## src/tspm_ram.sv

```systemverilog
// ----------------------------------------------------------------------------
// tspm_ram
// Generic single-write, single-read RAM with registered read data.
// ----------------------------------------------------------------------------
module tspm_ram #(
  parameter int WIDTH = 8,
  parameter int DEPTH = 64
) (
  input  logic                     clk,
  input  logic                     we,
  input  logic [$clog2(DEPTH)-1:0] waddr,
  input  logic [WIDTH-1:0]         wdata,
  input  logic                     re,
  input  logic [$clog2(DEPTH)-1:0] raddr,
  output logic [WIDTH-1:0]         rdata
);

  logic [WIDTH-1:0] mem [DEPTH];

  always_ff @(posedge clk) begin
    if (we) begin
      mem[waddr] <= wdata;
    end
    if (re) begin
      rdata <= mem[raddr];
    end
  end

endmodule

```

## config.mk

```make
export PLATFORM = sky130hd
export DESIGN_NAME = tspm_ram
export DESIGN_NICKNAME = d
export VERILOG_FILES = /design/src/tspm_ram.sv
export SDC_FILE = /design/constraint.sdc
export NUM_CORES = 1
export LEC_CHECK = 0
export ABC_AREA = 1
export ABC_CLOCK_PERIOD_IN_PS = 2250
export BUFFER_PORTS_ARGS = -buffer_cell sky130_fd_sc_hd__buf_2
export CAP_MARGIN = 25
export CORE_UTILIZATION = 57
export CTS_CLUSTER_DIAMETER = 80
export DETAILED_ROUTE_END_ITERATION = 7
export PLACE_DENSITY = 0.83
export SYNTH_ARGS = -nofsm -noshare
export SYNTH_HDL_FRONTEND = slang
export SYNTH_SLANG_ARGS = --single-unit
```

## constraint.sdc

```tcl
create_clock -name clk -period 2.25 [get_ports clk]
set_input_delay 0.45 -clock clk [delete_from_list [all_inputs] [get_ports clk]]
set_output_delay 0.45 -clock clk [all_outputs]
set_load 0.01 [all_outputs]
```

---- After elaboration in Yosys (flattened, before gate mapping) ----
Memories as Yosys holds them, arrays and structs flattened. A register that Yosys moved wholly into a read port is not among the register bits.
Cells that the tools add are included.
word-level totals
  register bits ........................... 0
  memory bits (writable) .................. 512
  input bits .............................. 23
  output and inout port bits .............. 8
  word-level logic and storage cells ...... 3
  memories ................................ 1
operators by class
  muxes and demuxes ....................... 2
memories
  name  words  bits a word  read ports  clocked after Yosys merged registers in  write ports  RTL line  source
  mem   64     8            1           1                                        1            18        logic [WIDTH-1:0] mem [DEPTH];
operator list
  cell               count
  two-way mux 1 bit  2

---- Logic depth before layout (Yosys ltp) ----
Gate-level depths: netlist (run 1).
  depth in word-level cells ............... 2
  depth in mapped cells ................... 12
  mapped depth without buffers ............ 9

---- Least setup slack after synthesis (run 1) ----
Ideal clock, no wire load.
  path kind ............................... input port to flip-flop
  start ................................... input port we
  end ..................................... memory mem[48][0] (enable)
  library setup time ...................... 0.395 ns
  arrival time ............................ 1.821 ns
  required time ........................... 1.855 ns
  slack ................................... 0.034 ns
  cell stages on the path ................. 3
  path buffers ............................ 1
  cell sequence ........................... clkbuf_1 nand4_1 nor4_1
on the way
  word-level cells in the longest chain between the ends .. 2
RTL lines
  item                                     RTL line  source
  start: declaration                       10        input logic we,
  two-way mux 1 bit                        21        if (we) begin
  two-way mux 1 bit (not written as such)  22        mem[waddr] <= wdata;
  end: declaration                         18
No other way between the ends.

==> impl_results.md, run 1 <==
* P per Cell Area at 838 nW/um^2
* FFs w/ async S/R, synth at 0
* CP peak stage delay at 0.29 ns
* Hold crit path type: in2reg
* Syn nets at 1828
* Avg WL per Cell at 21.5 um
* Number of library cell types mapped by synthesis at 15
* Worst Path Buf+Inv at 3
* Remaining antenna violation count at 0
* Vias per inst at 6.05
* Largest net degree at the start of global routing at 89
* Fin. Hold Viols at 0
* Die W at 196 um
* Non-filler cells, final at 2399
* Post-Route WL at 51500 um
* Starting Density at 0.582
* Filler Cells Inserted at 2518
* Tmin final at 1.66 ns
* # hold bufs at CTS at 0
* CTS tree: built
* Clock power frac at 0.400
* Num CTS Buffers at 50
* Via Count at 14500
* Most common cell in the netlist: nand2_1
* Share of post-route cells with drive strength above 1 at 0.112
* Crit-path cells: buf_6 -> inv_6 -> buf_4 -> nand2_1 -> nand3_1 -> nand3_1 -> nand2_1 -> nand2_1 -> nand3_1 -> nand3_1 -> nand2_1
* Critical path's top delay family: simple AND/OR/NAND/NOR gates
* Psw at 4450 uW
* Die ar. at 38400 um^2
* Crit Path Max Fanout at 31
* Internal power at 15600 uW
* Top-Level Pins at 31
* Slew at the pin with the worst max-slew slack at 0.850 ns
* Synthesized instance count at 1805
* HPWL after DPL at 29700 um
* Register area share after synthesis at 0.729
* Final setup skew at 0.0142 ns
* Status: finished clean
* Antenna violations before repair at 3
* Post-Route Setup TNS at 0 ns
* Die Span Y at 196 um
* Nets at 1910
* Post-synth top area cell: edfxtp_1
* Drt drc at 0
* CTS Buffer Depth at 3
* Syn Area/Cell at 11.9 um^2
* Sink Count at 520
* Fin. max-slew vios at 0
* H-tree levels at 2
* Critical path class: in2reg
* # setup viols final at 0
* Synth top area cells: edfxtp_1, nand2_1, nand3_1, buf_6, nor2_1
* Fmax at 603 MHz
* Worst path slowest cell: buf_4
* GP Congestion at 0.940
* Critical path arrival at 2.12 ns
* Flop pwr share at 0.536
* Max-cap viol count at 0
* Drt pass-1 iters at 6
* CP startpoint kind: input pin
* Area grow syn2layout at 11.9%
* Commonest cells in the netlist: nand2_1, edfxtp_1, nand3_1, nor2_1, buf_2
* Root Driver: clkbuf_16
* First-pass GRT wire length at 78400 um
* Post-Syn Area at 21400 um^2
* GRT overflow at 0
* Crit end category: flop
* Ys flop type: edfxtp_1
* Post_cts resized at 0
* Yosys reg bits at 520
* Vias in the first global route at 13900
* Post-Place Cells at 2302
* Switching Fraction at 0.222
* Ys Warns at 0
* Clock transition at path regs at 0.06 ns
* Post-synth top area share at 0.729
* # rows at 70
* Worst skew pair latency at 0.59 ns
* Initial drt markers at 2036
* IO buf count at 30
* Leakage at 0.00880 uW
* Number of synthesized flops with an enable pin at 520
* Max_slew headroom at 0.433
* RSZ-0062 raised after global routing: no
* Post-CTS setup buffer count at 0
* Gr usage total at 0.272
* Gate power share at 0.064
* Peak supply drop at 0.000662 V
* Final hold slack at 0.212 ns
* Core Box Area at 36800 um^2
* CP required at 2.71 ns
* Final period util at 0.738
state kept, by name (all words and copies together), names as in the netlist:
| register | flops |
|---|---|
| rdata | 8 |
| mem | 512 |
through the flow:
step	worst slack, ns	total power (uW)	util	area [um^2]
floorplan	0.0339	11700	-	21400
global placement	0.0790	12200	0.608	22400
detailed placement	0.0262	12200	0.608	22400
CTS	0.615	20100	0.651	23900
global route	0.520	20600	0.652	24000
finish	0.591	20100	0.652	24000
layer usage:
| metal | GRT usage | share of wire |
|---|---|---|
| met1 | 0.368 | 0.37 |
| met2 | 0.431 | 0.47 |
| met3 | 0.0660 | 0.12 |
| met4 | 0.104 | 0.034 |
| met5 | 0 | 0.00025 |
power groups by stage:
stage               logic, uW  registers (uW)  clock network [uW]
floorplan                 754           11000                   0
global placement         1210           11000                   0
detailed placement       1240           11000                   0
CTS                      1260           10800                8070
global route             1380           10800                8460
finish                   1290           10800                8030
cells by family after synthesis:
family                 Yosys count  synth area share
buffers and inverters          125            0.0401
and+or+nand+nor               1160             0.231
DFF                            520             0.729
cells in the final DEF (no fill, tap or decap):
cell,instances
clkbuf_16,50
edfxtp_1,520
buf_2,28
nor4_1,8
buf_4,99
clkinvlp_4,2
diode_2,3
buf_16,1
nand2_1,648
inv_2,1
nand3_1,439
clkinv_8,1
nor2_1,56
inv_1,9
bufinv_16,4
clkinv_2,11
clkinv_1,14
inv_4,1
buf_12,14
clkbuf_1,9
inv_6,3
nand4_1,9
buf_6,1
path summary, 6_finish.rpt:
check / slack (ns) / end / cells past startpoint / from
max: 0.59 / rdata[6]$_DFFE_PP_ / 11 / raddr[0]
min: 0.21 / rdata[0]$_DFFE_PP_ / 1 / re
max reg2reg: 0.70 / rdata[6]$_DFFE_PP_ / 8 / mem[63][6]$_DFFE_PP_
min reg2reg: 0.90 / rdata[2]$_DFFE_PP_ / 8 / mem[0][2]$_DFFE_PP_
area by class of cell:
class                           instances  area [um^2]  area share
Timing Repair Buffer                  143         1200      0.0502
Clock buffer                           59         1280      0.0536
Multi-Input combinational cell       1160         4950       0.206
Tap cell                              468          586      0.0244
Antenna cell                            3         7.51    0.000313
Sequential cell                       520        15600       0.651
Inverter                               12         52.6     0.00219
Clock inverter                         34          277      0.0115
(Power assumes the default switching activity.)
==> run 2, diff against run 1 <==
==> config.mk (replaced) <==
export PLATFORM = sky130hd
export DESIGN_NAME = tspm_ram
export DESIGN_NICKNAME = d
export VERILOG_FILES = /design/src/tspm_ram.sv
export SDC_FILE = /design/constraint.sdc
export NUM_CORES = 1
export LEC_CHECK = 0
export ABC_AREA = 0
export ABC_CLOCK_PERIOD_IN_PS = 1600
export BUFFER_PORTS_ARGS = -buffer_cell sky130_fd_sc_hd__buf_2
export CAP_MARGIN = 25
export CORE_UTILIZATION = 62
export CTS_CLUSTER_DIAMETER = 80
export DETAILED_ROUTE_END_ITERATION = 7
export PLACE_DENSITY = 0.86
export SYNTH_ARGS = -nofsm -noshare
export SYNTH_HDL_FRONTEND = slang
export SYNTH_SLANG_ARGS = --single-unit
==> constraint.sdc (replaced) <==
create_clock -name clk -period 1.6 [get_ports clk]
set_input_delay 0.32 -clock clk [delete_from_list [all_inputs] [get_ports clk]]
set_output_delay 0.32 -clock clk [all_outputs]
set_load 0.01 [all_outputs]
==> run 2 against run 1 <==
  * The run now ends with setup timing left
  * Setup slack lost 1.0 ns
  * Sequential power grew 41%
  * Hold slack lost 0.071 ns
  * Global-route usage grew 4.1 points
  * First-iteration DRC count shrank 32%
  * Synthesized cell count shrank 48%
  * Critical path depth shrank 6
  * Via count shrank 25%
  * Synthesized area shrank 5.5%
  * Sequential share of layout area shrank 0.85 points
  * Die area shrank 13%
  * Sequential cell count is the same
==> impl_results.md, run 2 <==
* GP Congestion at 0.940 (unchanged)
* First-pass GRT wire length at 73200 um (-6.7%)
* Top-Level Pins at 31 (unchanged)
* Met3 WL at 5410 um (-12%)
* DR top layer: met5
* Gr usage total at 0.313 (+0.0406)
* FFs w/ async S/R, synth at 0 (unchanged)
* Tmin final at 2.05 ns
* Worst skew pair latency at 0.57 ns (-0.02 ns)
* Initial drt markers at 1391 (-32%)
* Register area share after synthesis at 0.771 (+0.0422)
* Drt drc at 0 (unchanged)
* Cell mode on critical path: mux4_2
* Final period util at 1.28
* Max-cap viol count at 0 (unchanged)
* Post-Syn Area at 20200 um^2 (-5.5%)
* Most frequent cells in the layout: edfxtp_1, mux4_2, buf_4
* Critical path arrival at 2.37 ns (+0.25 ns)
* Num CTS Buffers at 50 (unchanged)
* # setup viols final at 8 (+8)
* Top reg by flops: mem
* Critical path's top delay family: multiplexers
* Via Count at 10800 (-25%)
* Max_slew headroom at 0.535 (+0.102)
* Most common cell after layout, fill and taps aside: edfxtp_1
* Synthesized instance count at 940 (-48%)
* Starting Density at 0.635 (+0.0528)
* Die ar. at 33400 um^2 (-13%)
* Final setup skew at 0.0212 ns (+0.00706 ns)
* CTS Buffer Depth at 3 (unchanged)
* IO buf count at 30 (unchanged)
* Die Span Y at 183 um (-6.7%)
* Post-Place Cells at 1485 (-35%)
* Worst path slowest cell: mux4_2
* Ant. Diodes at 0 (-3)
* Syn Area/Cell at 21.5 um^2 (+82%)
* H-tree levels at 2 (unchanged)
* Leakage at 0.00778 uW (-12%)
* Hold crit path type: in2reg
* Fmax at 487 MHz
* Fin. max-slew vios at 0 (unchanged)
* Vias per inst at 6.86 (+13%)
* Largest net degree at the start of global routing at 65 (-27%)
* Peak supply drop at 0.000964 V (+46%)
* Number of library cell types mapped by synthesis at 39 (+24)
* RSZ-0062 raised after global routing: yes
* # rows at 65 (-7.1%)
* Status: finished, violations left
* Final hold slack at 0.141 ns (-0.0712 ns)
* # hold bufs at CTS at 0 (unchanged)
* Core Box Area at 31900 um^2 (-13%)
* Drt pass-1 iters at 5 (-1)
* Synth top area cells: edfxtp_1, mux4_2, nor2_1, mux2i_1, mux2_2
* CP peak stage delay at 0.52 ns (+0.23 ns)
* Yosys reg bits at 520 (unchanged)
* Number of synthesized flops with an enable pin at 520 (unchanged)
* Post-Route WL at 51300 um (-0.42%)
* Failing checks: setup timing
* Non-filler cells, final at 1578 (-34%)
* Die W at 183 um (-6.7%)
* Post-synth top area cell: edfxtp_1
* Antenna violations before repair at 2 (-1)
* CTS tree: built
* Avg WL per Cell at 32.5 um (+51%)
* GRT overflow at 0 (unchanged)
* P per Cell Area at 1160 nW/um^2 (+39%)
* Clock transition at path regs at 0.06 ns (about the same)
* Sink Count at 520 (unchanged)
* Critical path class: reg2reg
* Root Driver: clkbuf_16
* Post-CTS setup buffer count at 0 (unchanged)
* Setup ws final at -0.453 ns (-1.04 ns)
* HPWL after DPL at 31000 um (+4.2%)
* Crit end category: flop
* Syn nets at 963 (-47%)
* Share of post-route cells with drive strength above 1 at 0.393 (+0.281)
* CP required at 1.92 ns (-0.79 ns)
* Vias in the first global route at 11000 (-21%)
* Fin. Hold Viols at 0 (unchanged)
* Max FFs per register at 512 (unchanged)
* Met2 WL post-DR at 25100 um (+3.2%)
* Final Util at 0.762 (+0.110)
* Top flop regs: mem: 512 flops, rdata: 8 flops
* Most common cell in the netlist: edfxtp_1
* Slew at the pin with the worst max-slew slack at 0.697 ns (-0.153 ns)
* Worst Path Buf+Inv at 0 (-3)
* Ys flop type: edfxtp_1
* Wl on met1 at 18200 um (-5.6%)
* Remaining antenna violation count at 0 (unchanged)
* Post-synth top area share at 0.771 (+0.0422)
* Crit-path cells: mux4_2 -> mux4_2 -> nor2_4 -> nor3_4 -> o2bb2ai_2
* CP startpoint kind: flop
* Pre-CTS setup slack at -0.993 ns (-1.02 ns)
* Nets at 1127 (-41%)
* Commonest cells in the netlist: edfxtp_1, mux4_2, nor2_1, mux2i_1, nand2_1
* Ys Warns at 0 (unchanged)
* Crit Path Max Fanout at 1 (-97%)
* Area grow syn2layout at 19.9%
[run 2: cell types whose count changed in the layout (fill, tap and decap cells not counted), moves of 7 or more]
cell,delta
mux2_2,+7
nand2b_1,+7
nor2_4,+45
o221ai_1,+8
inv_1,-9
nand2_1,-632
o22ai_1,+8
nand4_1,-7
buf_12,+20
nand3_1,-431
mux2i_1,+22
mux4_2,+126
nor2b_1,+12
nor2_1,-21
[run 2: cell type report]
cell class                 count  area [um^2]
clock inverter                26          204
sequential                   520        15600
multi-input combinational    369         4970
clock buffer                  65         1330
tap                          435          544
fill                        1570         7590
timing repair buffer         163         1630
[run 2: repair_timing]
action | CTS | global route
setup endpoints to repair | 8 | 10
hold endpoints to repair | 0 | 0
gates resized for setup | 32 | 18
pin swaps | 10 | 4
[run 2: per-stage QoR]
step	total power (uW)	setup TNS (ns)	cell area (um^2)
global placement	17000	-20.33	22300
global route	28900	-3.21	24300
finish	28300	-2.98	24300
floorplan	16300	-20.78	20700
CTS	28200	-2.89	24100
detailed placement	17100	-39.09	22400
[run 2: worst reg2reg max path: cells and delay by family (launching register included)]
| kind | cells | cell delay, ns |
|---|---|---|
| compound gates | 1 | 0.13 |
| flops | 1 | 0.37 |
| simple gates | 2 | 0.27 |
| mux | 2 | 1.04 |
[run 2: worst paths after layout]
kind	startpoint	endpoint	slack [ns]	depth (start not counted)
worst min-delay path	wdata[7]	mem[55][7]$_DFFE_PP_	0.14	1
worst max register to register	mem[2][2]$_DFFE_PP_	rdata[2]$_DFFE_PP_	-0.45	5
worst min register to register	mem[18][2]$_DFFE_PP_	rdata[2]$_DFFE_PP_	0.96	4
worst max-delay path	mem[2][2]$_DFFE_PP_	rdata[2]$_DFFE_PP_	-0.45	5
[run 2: kinds of logic after synthesis]
family	Yosys count	synth area share
AOI/OAI and AO/OA	54	0.0206
and+or+nand+nor	153	0.0337
muxes	162	0.159
buffers and inverters	51	0.0156
DFF	520	0.771
[run 2: power breakdown]
part           internal, uW  switching, uW  total, uW
Combinational           781           1090       1870
Clock                  6330           4910      11200
Sequential            15100           61.3      15200
Total                 22200           6060      28300
[run 2: per-layer routing]
| layer | vias to the layer above | track usage |
|---|---|---|
| li1 | 4260 | - |
| met1 | 5563 | 0.420 |
| met2 | 834 | 0.505 |
| met3 | 159 | 0.0647 |
| met4 | 2 | 0.137 |
| met5 | - | 0 |
