==> config.mk <==
export PLATFORM = sky130hd
export DESIGN_NAME = tspm_free_list
export DESIGN_NICKNAME = d
export VERILOG_FILES = /design/src/tspm_pkg.sv /design/src/tspm_ram.sv /design/src/tspm_free_list.sv
export SDC_FILE = /design/constraint.sdc
export NUM_CORES = 1
export LEC_CHECK = 0
export BUFFER_PORTS_ARGS = -buffer_cell sky130_fd_sc_hd__buf_2
export CELL_PAD_IN_SITES_DETAIL_PLACEMENT = 1
export CELL_PAD_IN_SITES_GLOBAL_PLACEMENT = 1
export CORE_ASPECT_RATIO = 0.5
export CORE_MARGIN = 3
export CORE_UTILIZATION = 59
export DETAILED_ROUTE_END_ITERATION = 8
export GPL_ROUTABILITY_DRIVEN = 0
export PLACE_DENSITY = 0.81
export SLEW_MARGIN = 10
export SYNTH_ARGS = -nofsm -noshare
export SYNTH_HDL_FRONTEND = slang
export SYNTH_SLANG_ARGS = --single-unit
==> constraint.sdc <==
create_clock -name clk -period 7.09 [get_ports clk]
set_input_delay 0.3545 -clock clk [delete_from_list [all_inputs] [get_ports clk]]
set_output_delay 0.3545 -clock clk [all_outputs]
set_load 0.02 [all_outputs]
==> src/tspm_pkg.sv <==
// ----------------------------------------------------------------------------
// tspm_pkg
// Shared types and codes of the timer slot pool manager.
// ----------------------------------------------------------------------------
package tspm_pkg;

  localparam int DEF_NUM_SLOTS = 64;
  localparam int SEL_W         = 6;

  localparam logic [1:0] REQ_START   = 2'd0;
  localparam logic [1:0] REQ_STOP    = 2'd1;
  localparam logic [1:0] REQ_TIMEOUT = 2'd2;

  localparam logic [1:0] STAT_DONE    = 2'd0;
  localparam logic [1:0] STAT_EMPTY   = 2'd1;
  localparam logic [1:0] STAT_IGNORED = 2'd2;

  typedef enum logic [1:0] {
    S_CLEAR,
    S_IDLE,
    S_EXEC
  } state_t;

  typedef struct packed {
    logic        in_use;
    logic        periodic;
    logic [15:0] owner;
    logic [31:0] label;
    logic [31:0] word;
  } slot_rec_t;

  typedef struct packed {
    logic rd_en;
    logic pop;
    logic push;
    logic clear;
  } fl_ctrl_t;

endpackage

==> src/tspm_ram.sv <==
// ----------------------------------------------------------------------------
// tspm_ram
// Generic single-write, single-read RAM with registered read data.
// ----------------------------------------------------------------------------
module tspm_ram #(
  parameter int WIDTH = 8,
  parameter int DEPTH = 64
) (
  input  logic                     clk,
  input  logic                     we,
  input  logic [$clog2(DEPTH)-1:0] waddr,
  input  logic [WIDTH-1:0]         wdata,
  input  logic                     re,
  input  logic [$clog2(DEPTH)-1:0] raddr,
  output logic [WIDTH-1:0]         rdata
);

  logic [WIDTH-1:0] mem [DEPTH];

  always_ff @(posedge clk) begin
    if (we) begin
      mem[waddr] <= wdata;
    end
    if (re) begin
      rdata <= mem[raddr];
    end
  end

endmodule

==> src/tspm_free_list.sv <==
// ----------------------------------------------------------------------------
// tspm_free_list
// FIFO free list: head, tail and count registers over a link RAM.
// ----------------------------------------------------------------------------
module tspm_free_list #(
  parameter int NUM_SLOTS = tspm_pkg::DEF_NUM_SLOTS
) (
  input  logic                         clk,
  input  logic                         rst,
  input  tspm_pkg::fl_ctrl_t           ctrl,
  input  logic [$clog2(NUM_SLOTS)-1:0] push_id,
  input  logic [$clog2(NUM_SLOTS)-1:0] clear_addr,
  output logic [$clog2(NUM_SLOTS)-1:0] head,
  output logic                         empty
);

  localparam int ID_W = $clog2(NUM_SLOTS);
  localparam int CW   = $clog2(NUM_SLOTS + 1);

  logic [ID_W-1:0] tail;
  logic [CW-1:0]   count;
  logic [ID_W-1:0] head_next;
  logic [ID_W-1:0] tail_next;
  logic [CW-1:0]   count_next;
  logic            link_we;
  logic [ID_W-1:0] link_waddr;
  logic [ID_W-1:0] link_wdata;
  logic [ID_W-1:0] link_rdata;

  assign empty = (count == '0);

  tspm_ram #(
    .WIDTH(ID_W),
    .DEPTH(NUM_SLOTS)
  ) u_link_ram (
    .clk  (clk),
    .we   (link_we),
    .waddr(link_waddr),
    .wdata(link_wdata),
    .re   (ctrl.rd_en),
    .raddr(head),
    .rdata(link_rdata)
  );

  always_comb begin
    head_next  = head;
    tail_next  = tail;
    count_next = count;
    link_we    = 1'b0;
    link_waddr = tail;
    link_wdata = push_id;
    if (ctrl.clear) begin
      link_we    = 1'b1;
      link_waddr = clear_addr;
      link_wdata = clear_addr + ID_W'(1);
    end else if (ctrl.pop) begin
      count_next = count - CW'(1);
      if (count != CW'(1)) begin
        head_next = link_rdata;
      end
    end else if (ctrl.push) begin
      if (count == '0) begin
        head_next = push_id;
      end else begin
        link_we = 1'b1;
      end
      tail_next  = push_id;
      count_next = count + CW'(1);
    end
  end

  always_ff @(posedge clk) begin
    if (rst) begin
      head  <= '0;
      tail  <= ID_W'(NUM_SLOTS - 1);
      count <= CW'(NUM_SLOTS);
    end else begin
      head  <= head_next;
      tail  <= tail_next;
      count <= count_next;
    end
  end

endmodule

* Word level (Yosys, flattened, before mapping)
Memory sizes are Yosys's and may differ from the RTL's. A register that Yosys moved wholly into a read port is not among the register bits.
Index checks and enable logic that the tools add are counted.
** Word-level totals
- RAM bits :: 384
- Memories kept :: 1
- Output and inout port bits :: 7
- Bits in registers :: 19
- Logic and storage cells :: 31
- Input bits :: 18
** Memories
- u_link_ram.mem :: words 64, bits a word 6, rd ports 1, clocked after Yosys merged registers in 1, wr ports 1, RTL line tspm_ram.sv:18 : logic [WIDTH-1:0] mem [DEPTH];
** Cells by class
- Muxes and demuxes :: 14
- Bitwise gates (word level) :: 2
- Eq/ne operators :: 2
- Reductions and logical operators :: 6
- Add/subtract/negate cells :: 3
** Operators with widths (count)
- $mux 6 :: 6
- $mux 7 :: 2
- $add 7x1->7 const B :: 1
- $logic_not 7->1 :: 1
- $ne 7x1->1 const B :: 1
- $sub 7x1->7 const B :: 1
- $add 6x1->6 const B :: 1
- $mux 1 :: 6
- $reduce_and 4->1 :: 1
- $reduce_bool 2->1 :: 2
- $reduce_and 3->1 :: 1
- $ne 2x1->1 const B :: 1
- $not 1->1 :: 2
- $reduce_and 2->1 :: 1

* Depth between registers and ports, before layout
Gate-level depths: netlist (run 1).
- Depth after elaboration :: 7
- Gate-level depth with buffers :: 9
- Mapped depth without buffers :: 7

* Hierarchy
Synthesis (run 1) repeated with hierarchy kept, for this count alone.
** Unflattened totals
- Cell total of the unflattened synthesis :: 858
- Area total of the unflattened synthesis :: 16488.3 um2
** By module, submodules not included
- tspm_ram :: times used 1, cells each 720, seq. area each 11711.2 um2, area an instance 15285.9 um2
- tspm_free_list :: times used 1, cells each 138, seq. area each 380.4 um2, area an instance 1202.4 um2

* Worst setup path after synthesis (run 1)
Ideal clock, no wire load.
- Path type :: input-to-reg
- Start :: input ctrl[0] (netlist name)
- End :: memory u_link_ram.mem[0][2] (netlist name) (data pin)
- Data arrival time :: 2.955 ns
- Setup slack :: 3.587 ns
- Buffers on the path :: 3
- Required time :: 6.541 ns
- Cell stages on the path :: 5
- Setup time :: 0.549 ns
- Cells stage by stage :: clkbuf_1 > buf_2 > buf_1 > nor2_1 > a21oi_1
** Between the ends
- Cells in the longest elaborated chain, start to end :: 1
** RTL lines
- start, declared :: RTL line tspm_free_list.sv:10 : input tspm_pkg::fl_ctrl_t ctrl,
- $mux 6 :: RTL line tspm_free_list.sv:52 : if (ctrl.clear) begin
- named net link_wdata[2] :: RTL line tspm_free_list.sv:27 : logic [ID_W-1:0] link_wdata;
- end, declared :: RTL line tspm_ram.sv:18
The timed path passes the listed nets, and every way through them passes these cells.

==> out/qor.txt, run 1 <==
status - finished, final reports clean
Final Max Slew Viols - 0
H-tree levels - 2
DIE AREA - 30340 um2
synth unique cells - 56
max-cap violations - 0
total power - 4.980 mW
syn avg cell area - 19.10 um2
Initial DRT Pass Iterations - 5
NumNets Final - 922
synth warn - 0
first-pass GRT wire length - 61.93 mm
Cell Pwr Density - 275.1 nW/um2
Initial Utilization - 61.41%
Layout Utilization - 66.90%
worst hold path type - in2reg
Critical path origin - head[0]
# setup viols final - 0
CTS tree - done
Synth area leaders - edfxtp_1 (70%), mux4_2 (11%), dfxtp_1 (2.3%), nor2_1 (2.2%), mux4_1 (1.9%)
Clk pin slew, worst setup/hold paths - 0.07 ns
GRT overflow - 0
crit path DAT - 3.65 ns
sequential share of power - 55.0%
Pleak - 5.559 nW
Setup WS pre-CTS - 3.689 ns
Tightest Pin Transition - 1.063 ns
Reg2Reg Setup Slack - 3.71 ns
maximum clock frequency - 296.0 MHz
diodes inserted - 0
crit start category - flip-flop
Max VDD drop - 0.0001876 V
skew final - 0.01447 ns
layout cell share with drive strength beyond 1 - 21.24%
Sw Pwr - 1.135 mW
total wire length - 41.61 mm
Post-synth EDFFs - 390
register area - 12100 um2
die width - 243.4 um
CP required - 7.36 ns
sequential-to-total area share from yosys stat - 72.75%
Final Hold Violating Endpoints - 0
cts repair resizes - 0
net count after synthesis - 893
# Post-CTS Setup Buffers - 0
CTS Sinks - 409
Clk network pwr share - 38.2%
area fraction of the dominant cell type after synthesis - 70.47%
largest net degree at the start of global routing - 65
Final Worst Setup Slack - 3.712 ns
IO buf count - 24
crit path kind - reg2reg
Synth area leader - edfxtp_1
total track usage - 28.13%
RSZ-0062 raised after global routing - false
flops & latches, synth - 409
CTS max path bufs - 3
Slew HR - 29.15%
switching share of power - 22.78%
area grow syn2layout - 8.936%
post-route setup TNS - 0 ns
Final ANT Viol Nets - 0
drt wl/cell - 32.08 um
reg2reg start - head[0]
FILL cells - 2176
hold-fix buffers at CTS - 0
number of global-route vias before repair - 9188
drt first-iter violations - 1083
Critical Path Sink - u_link_ram.rdata[4]
async set-or-reset flop fraction in the synthesized netlist - 0%
initial antenna violation count - 4
P_int - 3.846 mW
Detail Placement HPWL - 25.04 mm
Ports - 25
root buffer cell - clkbuf_16
Vias/cell - 6.695
Rows - 42
Worst Path Max Fanout - 52
Inserted Clock Buffers - 36
Tmin final - 3.378 ns
Gate Count Post-Synth - 870
Post-Syn Area - 16620 um2
Clock Latency Late Sink - 0.53 ns
core box area - 27060 um2
Die Height - 124.7 um
multi-input logic area - 4203 um2
Critical Path End Type - flip-flop
Vias - 8683
Top FF cell, synth - edfxtp_1
Logic pwr share - 6.9%
R2R depth - 6
Residual DRC - 0
Final Cycle Share - 47.64%
Worst R2R End - u_link_ram.rdata[4]
-- critical path: stages, from the launching register on --
cell and delay, ns:
dfxtp_4 0.82, buf_4 0.86, mux4_2 0.62, o22ai_1 0.31
nor2_1 0.10, o21ai_1 0.23, o21ai_1 0.12
-- layer usage --
| metal | vias up | routed length [um] | track usage [%] |
|---|---|---|---|
| li1 | 3579 | - | - |
| met1 | 4558 | 16320 | 38.45 |
| met2 | 453 | 20170 | 44.87 |
| met3 | 89 | 4005 | 8.152 |
| met4 | 4 | 1098 | 7.822 |
| met5 | - | 19 | 0 |
-- synthesized netlist by cell type (all sizes together), types with 7 or more instances --
cell type and instances:
nand3 7, nand2 34, dfxtp 19, buf 31
mux4 96, a21oi 13, o32ai 9, mux2 14
clkbuf 13, o21ai 23, nand2b 13, inv 10
edfxtp 390, a221oi 7, mux2i 27, nor2 97
-- sequential cells by signal, indices dropped and copies added, names as in the netlist --
signal and count:
head 6, count 7, tail 6, u_link_ram.mem 384, u_link_ram.rdata 6
-- cells by family (layout without fill, tap and decap cells) --
logic type | count (synthesis) | count (layout) | share of synthesized area [%]
flip-flops | 409 | 409 | 72.75
AND/OR/NAND/NOR | 170 | 170 | 4.502
multiplexers | 137 | 137 | 15.85
buffers and inverters | 54 | 107 | 2.274
adder cells (fa/ha/maj) | 5 | 5 | 0.3764
XOR/XNOR | 10 | 10 | 0.5270
AO/OA/AOI/OAI | 85 | 85 | 3.712
-- layout make-up --
cell class | instances | area share [%]
repair buffers | 35 | 1.120
well taps | 374 | 2.585
multi-input cells | 407 | 23.21
inverters | 10 | 0.2073
flip-flops and latches | 409 | 66.83
clock inverters | 21 | 0.8431
clock buffers | 41 | 5.197
-- power groups by stage --
stage | Combinational, mW | Sequential [mW] | Clock [mW]
after CTS | 0.339 | 2.74 | 1.91
after detailed placement | 0.333 | 2.79 | 0
after global placement | 0.312 | 2.79 | 0
final | 0.342 | 2.74 | 1.90
after global routing | 0.365 | 2.74 | 2.02
after floorplan | 0.237 | 2.76 | 0
-- stage by stage --
stage / area (um2) / hold slack, ns / cells
final: 18100 / 0.09716 / 1297
after global routing: 18100 / 0.1016 / 1297
after global placement: 17010 / 0.4967 / 1235
after detailed placement: 17010 / 0.5300 / 1235
after CTS: 18100 / 0.08615 / 1297
after floorplan: 16620 / 0.4236 / 870
-- worst min-delay path by stage --
| stage | end | cells past startpoint | slack [ns] | start |
|---|---|---|---|---|
| floorplan | count[0] | 1 | 0.42 | rst |
| global placement | tail[3] | 2 | 0.50 | tail[3] |
| detailed placement | count[6] | 2 | 0.53 | count[6] |
| CTS | tail[5] | 2 | 0.09 | push_id[5] |
| global route | tail[5] | 2 | 0.10 | push_id[5] |
| finish | tail[5] | 2 | 0.1 | push_id[5] |
-- placed cells by master, fill, tap and decap left out, drive strengths merged, types with 6 or more instances in the layout --
master,count
nand2b,13
inv,10
edfxtp,390
o32ai,9
a221oi,7
o21bai,6
clkbuf,41
o22ai,6
clkinv,16
o21ai,23
mux2,14
nand3,7
nor2,97
a21oi,13
mux4,96
xnor2,6
nand2,34
dfxtp,19
mux2i,27
buf,35
(Power assumes the default switching activity.)
==> run 2: changes to the inputs <==
CORE_UTILIZATION = 55   (was 59)
PLACE_DENSITY = 0.76   (was 0.81)
clock period = 3.5 ns   (was 7.09 ns; I/O delays follow)
==> out/qor.txt, run 2 (synthesis gave the netlist of run 1 again) <==
NumNets Final - 945 (was 922)
GR Util met1 - 38.63% (was 38.45%)
Placed Cells - 1268 (was 1235)
RSZ-0062 raised after global routing - false (unchanged)
CP Cell Sequence - inv_1 -> ha_1 -> and3b_1 -> o32ai_4 -> nand2_1 -> nor2_1 (was buf_4 -> mux4_2 -> o22ai_1 -> nor2_1 -> o21ai_1 -> o21ai_1)
busiest grt layer - met2 (unchanged)
# Post-CTS Setup Buffers - 0 (unchanged)
Tightest Pin Transition - 0.9031 ns (was 1.063 ns)
FILL cells - 2472 (was 2176)
Crit path largest cell delay - 0.71 ns (was 0.86 ns)
Cell Pwr Density - 555.4 nW/um2 (was 275.1 nW/um2)
die width - 251.8 um (was 243.4 um)
drt first-iter violations - 1113 (was 1083)
first-pass GRT wire length - 61.11 mm (was 61.93 mm)
worst hold path type - in2reg (unchanged)
core box area - 29340 um2 (was 27060 um2)
CTS max path bufs - 3 (unchanged)
met2 Usage GRT - 39.68% (was 44.87%)
max-cap violations - 0 (unchanged)
most frequent cells in the layout - edfxtp_1 (390), nor2_1 (97), mux4_2 (84) (unchanged)
Vias/cell - 6.452 (was 6.695)
CTS Sinks - 409 (unchanged)
non-filler cells, final - 1336 (was 1297)
met3 Use GR - 7.029% (was 8.152%)
hold-fix buffers at CTS - 7 (was 0)
Crit path max-delay family - simple AND/OR/NAND/NOR gates (was buffers and inverters)
Detail Placement HPWL - 25.87 mm (was 25.04 mm)
slowest stage cell, crit path - nor2_1 (was buf_4)
GRT overflow - 0 (unchanged)
root buffer cell - clkbuf_16 (unchanged)
largest net degree at the start of global routing - 65 (unchanged)
Residual DRC - 0 (unchanged)
Final Max Slew Viols - 0 (unchanged)
Critical Path End Type - flip-flop (unchanged)
Ports - 25 (unchanged)
crit path DAT - 3.11 ns (was 3.65 ns)
diodes inserted - 0 (unchanged)
max reg flops - 384 (unchanged)
Vias - 8620 (was 8683)
Rows - 44 (was 42)
initial antenna violation count - 0 (was 4)
cts repair resizes - 0 (unchanged)
skew final - 0.01722 ns (was 0.01447 ns)
status - finished, final reports clean (unchanged)
crit path kind - reg2reg (unchanged)
area grow syn2layout - 10.59% (was 8.936%)
biggest registers after layout - u_link_ram.mem: 384 flops, count: 7 flops (unchanged)
Slew HR - 39.67% (was 29.15%)
most common cell after layout, fill and taps aside - edfxtp_1 (unchanged)
Tmin final - 2.950 ns (was 3.378 ns)
Max VDD drop - 0.0003333 V (was 0.0001876 V)
# setup viols final - 0 (unchanged)
drt wl/cell - 30.39 um (was 32.08 um)
IO buf count - 24 (unchanged)
Die Height - 128.9 um (was 124.7 um)
Clock Latency Late Sink - 0.53 ns (about the same)
placed standard-cell area - 17180 um2 (was 17010 um2)
CP required - 3.66 ns (was 7.36 ns)
total wire length - 40.61 mm (was 41.61 mm)
DIE AREA - 32470 um2 (was 30340 um2)
number of global-route vias before repair - 8893 (was 9188)
Final ANT Viol Nets - 0 (unchanged)
Initial Utilization - 56.64% (was 61.41%)
CTS tree - done (unchanged)
Final Hold Violating Endpoints - 0 (unchanged)
maximum clock frequency - 338.9 MHz (was 296.0 MHz)
post-route setup TNS - 0 ns (unchanged)
total track usage - 26.07% (was 28.13%)
Pleak - 5.695 nW (was 5.559 nW)
post-layout instance area - 18380 um2 (was 18100 um2)
Inserted Clock Buffers - 36 (unchanged)
Top reg by flops - u_link_ram.mem (unchanged)
Worst Path Max Fanout - 7 (was 52)
Final Cycle Share - 84.30% (was 47.64%)
crit start category - flip-flop (unchanged)
Clk pin slew, worst setup/hold paths - 0.07 ns (about the same)
Initial DRT Pass Iterations - 8 (was 5)
WP buf/inv - 1 (unchanged)
H-tree levels - 2 (unchanged)
layout cell share with drive strength beyond 1 - 21.90% (was 21.24%)
run 2: cell types whose count changed in the layout (fill, tap and decap cells not counted):
| cell | before | now |
|---|---|---|
| o21a_2 | 0 | 1 |
| clkinvlp_4 | 3 | 0 |
| clkinv_1 | 8 | 6 |
| buf_12 | 0 | 3 |
| o21a_4 | 1 | 0 |
| clkbuf_1 | 4 | 10 |
| bufinv_16 | 2 | 4 |
| dlygate4sd3_1 | 0 | 7 |
| clkinv_2 | 8 | 4 |
| buf_4 | 11 | 24 |
run 2: per-stage QoR:
| stage | power, mW | util [%] | hold WS [ns] | worst slack (ns) |
|---|---|---|---|---|
| detailed placement | 6.352 | 58.56 | 0.4335 | 0.6630 |
| global route | 10.54 | 62.64 | 0.03121 | 0.4472 |
| finish | 10.21 | 62.64 | 0.01791 | 0.5495 |
| CTS | 10.27 | 62.64 | 0.008938 | 0.6127 |
| floorplan | 6.081 | - | 0.2441 | 0.1760 |
| global placement | 6.329 | 58.56 | 0.4247 | 0.7607 |
run 2: report_power, final:
| part | internal (mW) | switching, mW | total [mW] |
|---|---|---|---|
| Clock | 2.23 | 1.72 | 3.95 |
| Sequential | 5.47 | 0.0627 | 5.53 |
| Combinational | 0.262 | 0.469 | 0.731 |
| Total | 7.96 | 2.25 | 10.2 |
run 2: cell type report:
| class | instances | area, um2 | area share, % |
|---|---|---|---|
| inverters | 10 | 37.54 | 0.2042 |
| clock buffers | 47 | 963.4 | 5.242 |
| well taps | 391 | 489.2 | 2.662 |
| repair buffers | 58 | 430.4 | 2.342 |
| clock inverters | 14 | 162.7 | 0.8850 |
| flip-flops and latches | 409 | 12100 | 65.83 |
| multi-input cells | 407 | 4197 | 22.83 |
run 2: per-layer routing:
metal / vias to the layer above / wire length, um
met2: 363 / 18440
met3: 69 / 3470
li1: 3621 / -
met1: 4565 / 17930
met4: 2 / 724
met5: - / 41
run 2: path summary, 6_finish.rpt:
check	startpoint	end	slack, ns	cells after the start
worst min register to register	tail[3]	tail[3]	0.53	2
worst min-delay path	rst	count[2]	0.02	2
worst max-delay path	count[0]	u_link_ram.mem[30][0]	0.55	6
worst max register to register	count[0]	u_link_ram.mem[30][0]	0.55	6
==> run 3: changes to the inputs <==
CORE_UTILIZATION = 50   (was 55)
PLACE_DENSITY = 0.73   (was 0.76)
clock period = 2.6 ns   (was 3.5 ns; I/O delays follow)
==> out/qor.txt, run 3 (synthesis gave the netlist of run 1 again) <==
status - finished, final reports clean (unchanged)
H-tree levels - 2 (unchanged)
core box area - 32230 um2 (was 29340 um2)
Crit path top cell by count - buf_4
slowest stage cell, crit path - dfxtp_1 (was nor2_1)
Pleak - 6.285 nW (was 5.695 nW)
Final ANT Viol Nets - 0 (unchanged)
Tmin final - 2.523 ns (was 2.950 ns)
CP required - 2.84 ns (was 3.66 ns)
Tightest Pin Transition - 0.7735 ns (was 0.9031 ns)
root buffer cell - clkbuf_16 (unchanged)
total track usage - 24.56% (was 26.07%)
Crit path depth - 8 (was 6)
area grow syn2layout - 16.40% (was 10.59%)
Vias/cell - 6.140 (was 6.452)
Die Height - 134.9 um (was 128.9 um)
Ports - 25 (unchanged)
GRT overflow - 0 (unchanged)
die width - 263.8 um (was 251.8 um)
non-filler cells, final - 1476 (was 1336)
Worst Path Max Fanout - 6 (was 7)
worst hold path type - in2reg (unchanged)
Final Hold Violating Endpoints - 0 (unchanged)
Critical Path End Type - flip-flop (unchanged)
hold path depth - 3 (was 2)
crit path kind - reg2reg (unchanged)
number of global-route vias before repair - 9575 (was 8893)
CP Cell Sequence - inv_1 -> ha_1 -> and3b_1 -> o31ai_4 -> nand2_1 -> buf_4 -> nor2_1 -> buf_4 (was inv_1 -> ha_1 -> and3b_1 -> o32ai_4 -> nand2_1 -> nor2_1)
most common cell after layout, fill and taps aside - edfxtp_1 (unchanged)
Crit path largest cell delay - 0.44 ns (was 0.71 ns)
DIE AREA - 35600 um2 (was 32470 um2)
R2R depth - 8 (was 6)
Placed Cells - 1397 (was 1268)
largest net degree at the start of global routing - 65 (unchanged)
Clock Latency Late Sink - 0.54 ns (was 0.53 ns)
Final Max Slew Viols - 0 (unchanged)
layout cell share with drive strength beyond 1 - 29.69% (was 21.90%)
Slew HR - 48.43% (was 39.67%)
max-cap violations - 0 (unchanged)
Cell Pwr Density - 744.4 nW/um2 (was 555.4 nW/um2)
max reg flops - 384 (unchanged)
# setup viols final - 0 (unchanged)
most frequent cells in the layout - edfxtp_1 (390), buf_4 (111), nor2_1 (97) (was edfxtp_1 (390), nor2_1 (97), mux4_2 (84))
Final Cycle Share - 97.02% (was 84.30%)
biggest registers after layout - u_link_ram.mem: 384 flops, count: 7 flops (unchanged)
Inserted Clock Buffers - 37 (was 36)
IO buf count - 24 (unchanged)
Clk pin slew, worst setup/hold paths - 0.06 ns (was 0.07 ns)
Rows - 46 (was 44)
CTS max path bufs - 3 (unchanged)
drt wl/cell - 29.09 um (was 30.39 um)
NumNets Final - 1038 (was 945)
drt first-iter violations - 1051 (was 1113)
Max VDD drop - 0.0003970 V (was 0.0003333 V)
WP buf/inv - 3 (was 1)
RSZ-0062 raised after global routing - false (unchanged)
diodes inserted - 0 (unchanged)
Initial Utilization - 51.56% (was 56.64%)
Residual DRC - 0 (unchanged)
CTS tree - done (unchanged)
first-pass GRT wire length - 63.94 mm (was 61.11 mm)
Vias - 9063 (was 8620)
skew final - 0.01450 ns (was 0.01722 ns)
crit start category - flip-flop (unchanged)
total wire length - 42.94 mm (was 40.61 mm)
post-route setup TNS - 0 ns (unchanged)
Crit path max-delay family - simple AND/OR/NAND/NOR gates (unchanged)
maximum clock frequency - 396.4 MHz (was 338.9 MHz)
Top reg by flops - u_link_ram.mem (unchanged)
Initial DRT Pass Iterations - 5 (was 8)
Detail Placement HPWL - 27.76 mm (was 25.87 mm)
crit path DAT - 2.77 ns (was 3.11 ns)
initial antenna violation count - 0 (unchanged)
CTS Sinks - 409 (unchanged)
run 3: cell count changes in the layout (fill, tap and decap cells not counted):
| cell | change |
|---|---|
| buf_4 | +87 |
| clkbuf_16 | +2 |
| inv_6 | +1 |
| buf_12 | +4 |
| clkinv_2 | +5 |
| dlygate4sd3_1 | +1 |
| dfxtp_2 | -1 |
| bufinv_16 | +3 |
| clkbuf_8 | +1 |
| clkbuf_1 | -5 |
| dfxtp_4 | +1 |
run 3: area by class of cell:
class	count	area, um2
well taps	432	540.5
multi-input cells	407	4197
inverters	10	37.54
fillers	2808	12880
clock buffers	45	1008
flip-flops and latches	409	12100
clock inverters	23	286.5
repair buffers	150	1174
run 3: final timing paths:
check	from	to	slack [ns]
hold reg to reg	tail[3]	tail[3]	0.52
setup reg to reg	count[0]	u_link_ram.mem[39][5]	0.08
hold / removal	ctrl[1]	count[1]	0.05
setup / recovery	count[0]	u_link_ram.mem[39][5]	0.08
run 3: tightest hold or removal path, stage by stage:
cell and delay [ns]:
buf_2 0.09, o21ba_2 0.21, a211oi_1 0.09
run 3: per-layer routing:
metal | global-route usage, % | share of wire, % | vias up
met3 | 4.569 | 6.9 | 73
met2 | 40.31 | 49 | 353
li1 | - | - | 3810
met1 | 34.59 | 42 | 4827
met4 | 6.261 | 2.3 | 0
met5 | 0 | 0 | -
run 3: what timing repair did:
| action | CTS | global route |
|---|---|---|
| endpoints found under the hold margin | 20 | 0 |
| hold buffers | 8 | 0 |
| buffers inserted | 0 | 3 |
| resized for setup | 0 | 1 |
| endpoints found under the setup margin | 0 | 19 |
run 3: report_power, final:
part | leakage, nW | switching [mW] | internal, mW
Combinational | 1.98 | 0.665 | 0.406
Clock | 0.642 | 2.44 | 3.47
Sequential | 3.66 | 0.0663 | 7.36
Total | 6.28 | 3.17 | 11.2
run 3: through the flow:
| step | worst slack, ns | cell area (um2) | utilization [%] | hold slack [ns] | power (mW) |
|---|---|---|---|---|---|
| after floorplan | -0.6790 | 16620 | - | 0.1991 | 8.185 |
| after global placement | 0.07692 | 17950 | 55.68 | 0.4003 | 8.559 |
| after detailed placement | 0.03366 | 17950 | 55.68 | 0.4048 | 8.608 |
| after CTS | 0.01280 | 19320 | 59.95 | 0.02218 | 14.47 |
| after global routing | 0.01096 | 19350 | 60.02 | 0.07550 | 14.82 |
| final | 0.07743 | 19350 | 60.02 | 0.04873 | 14.40 |
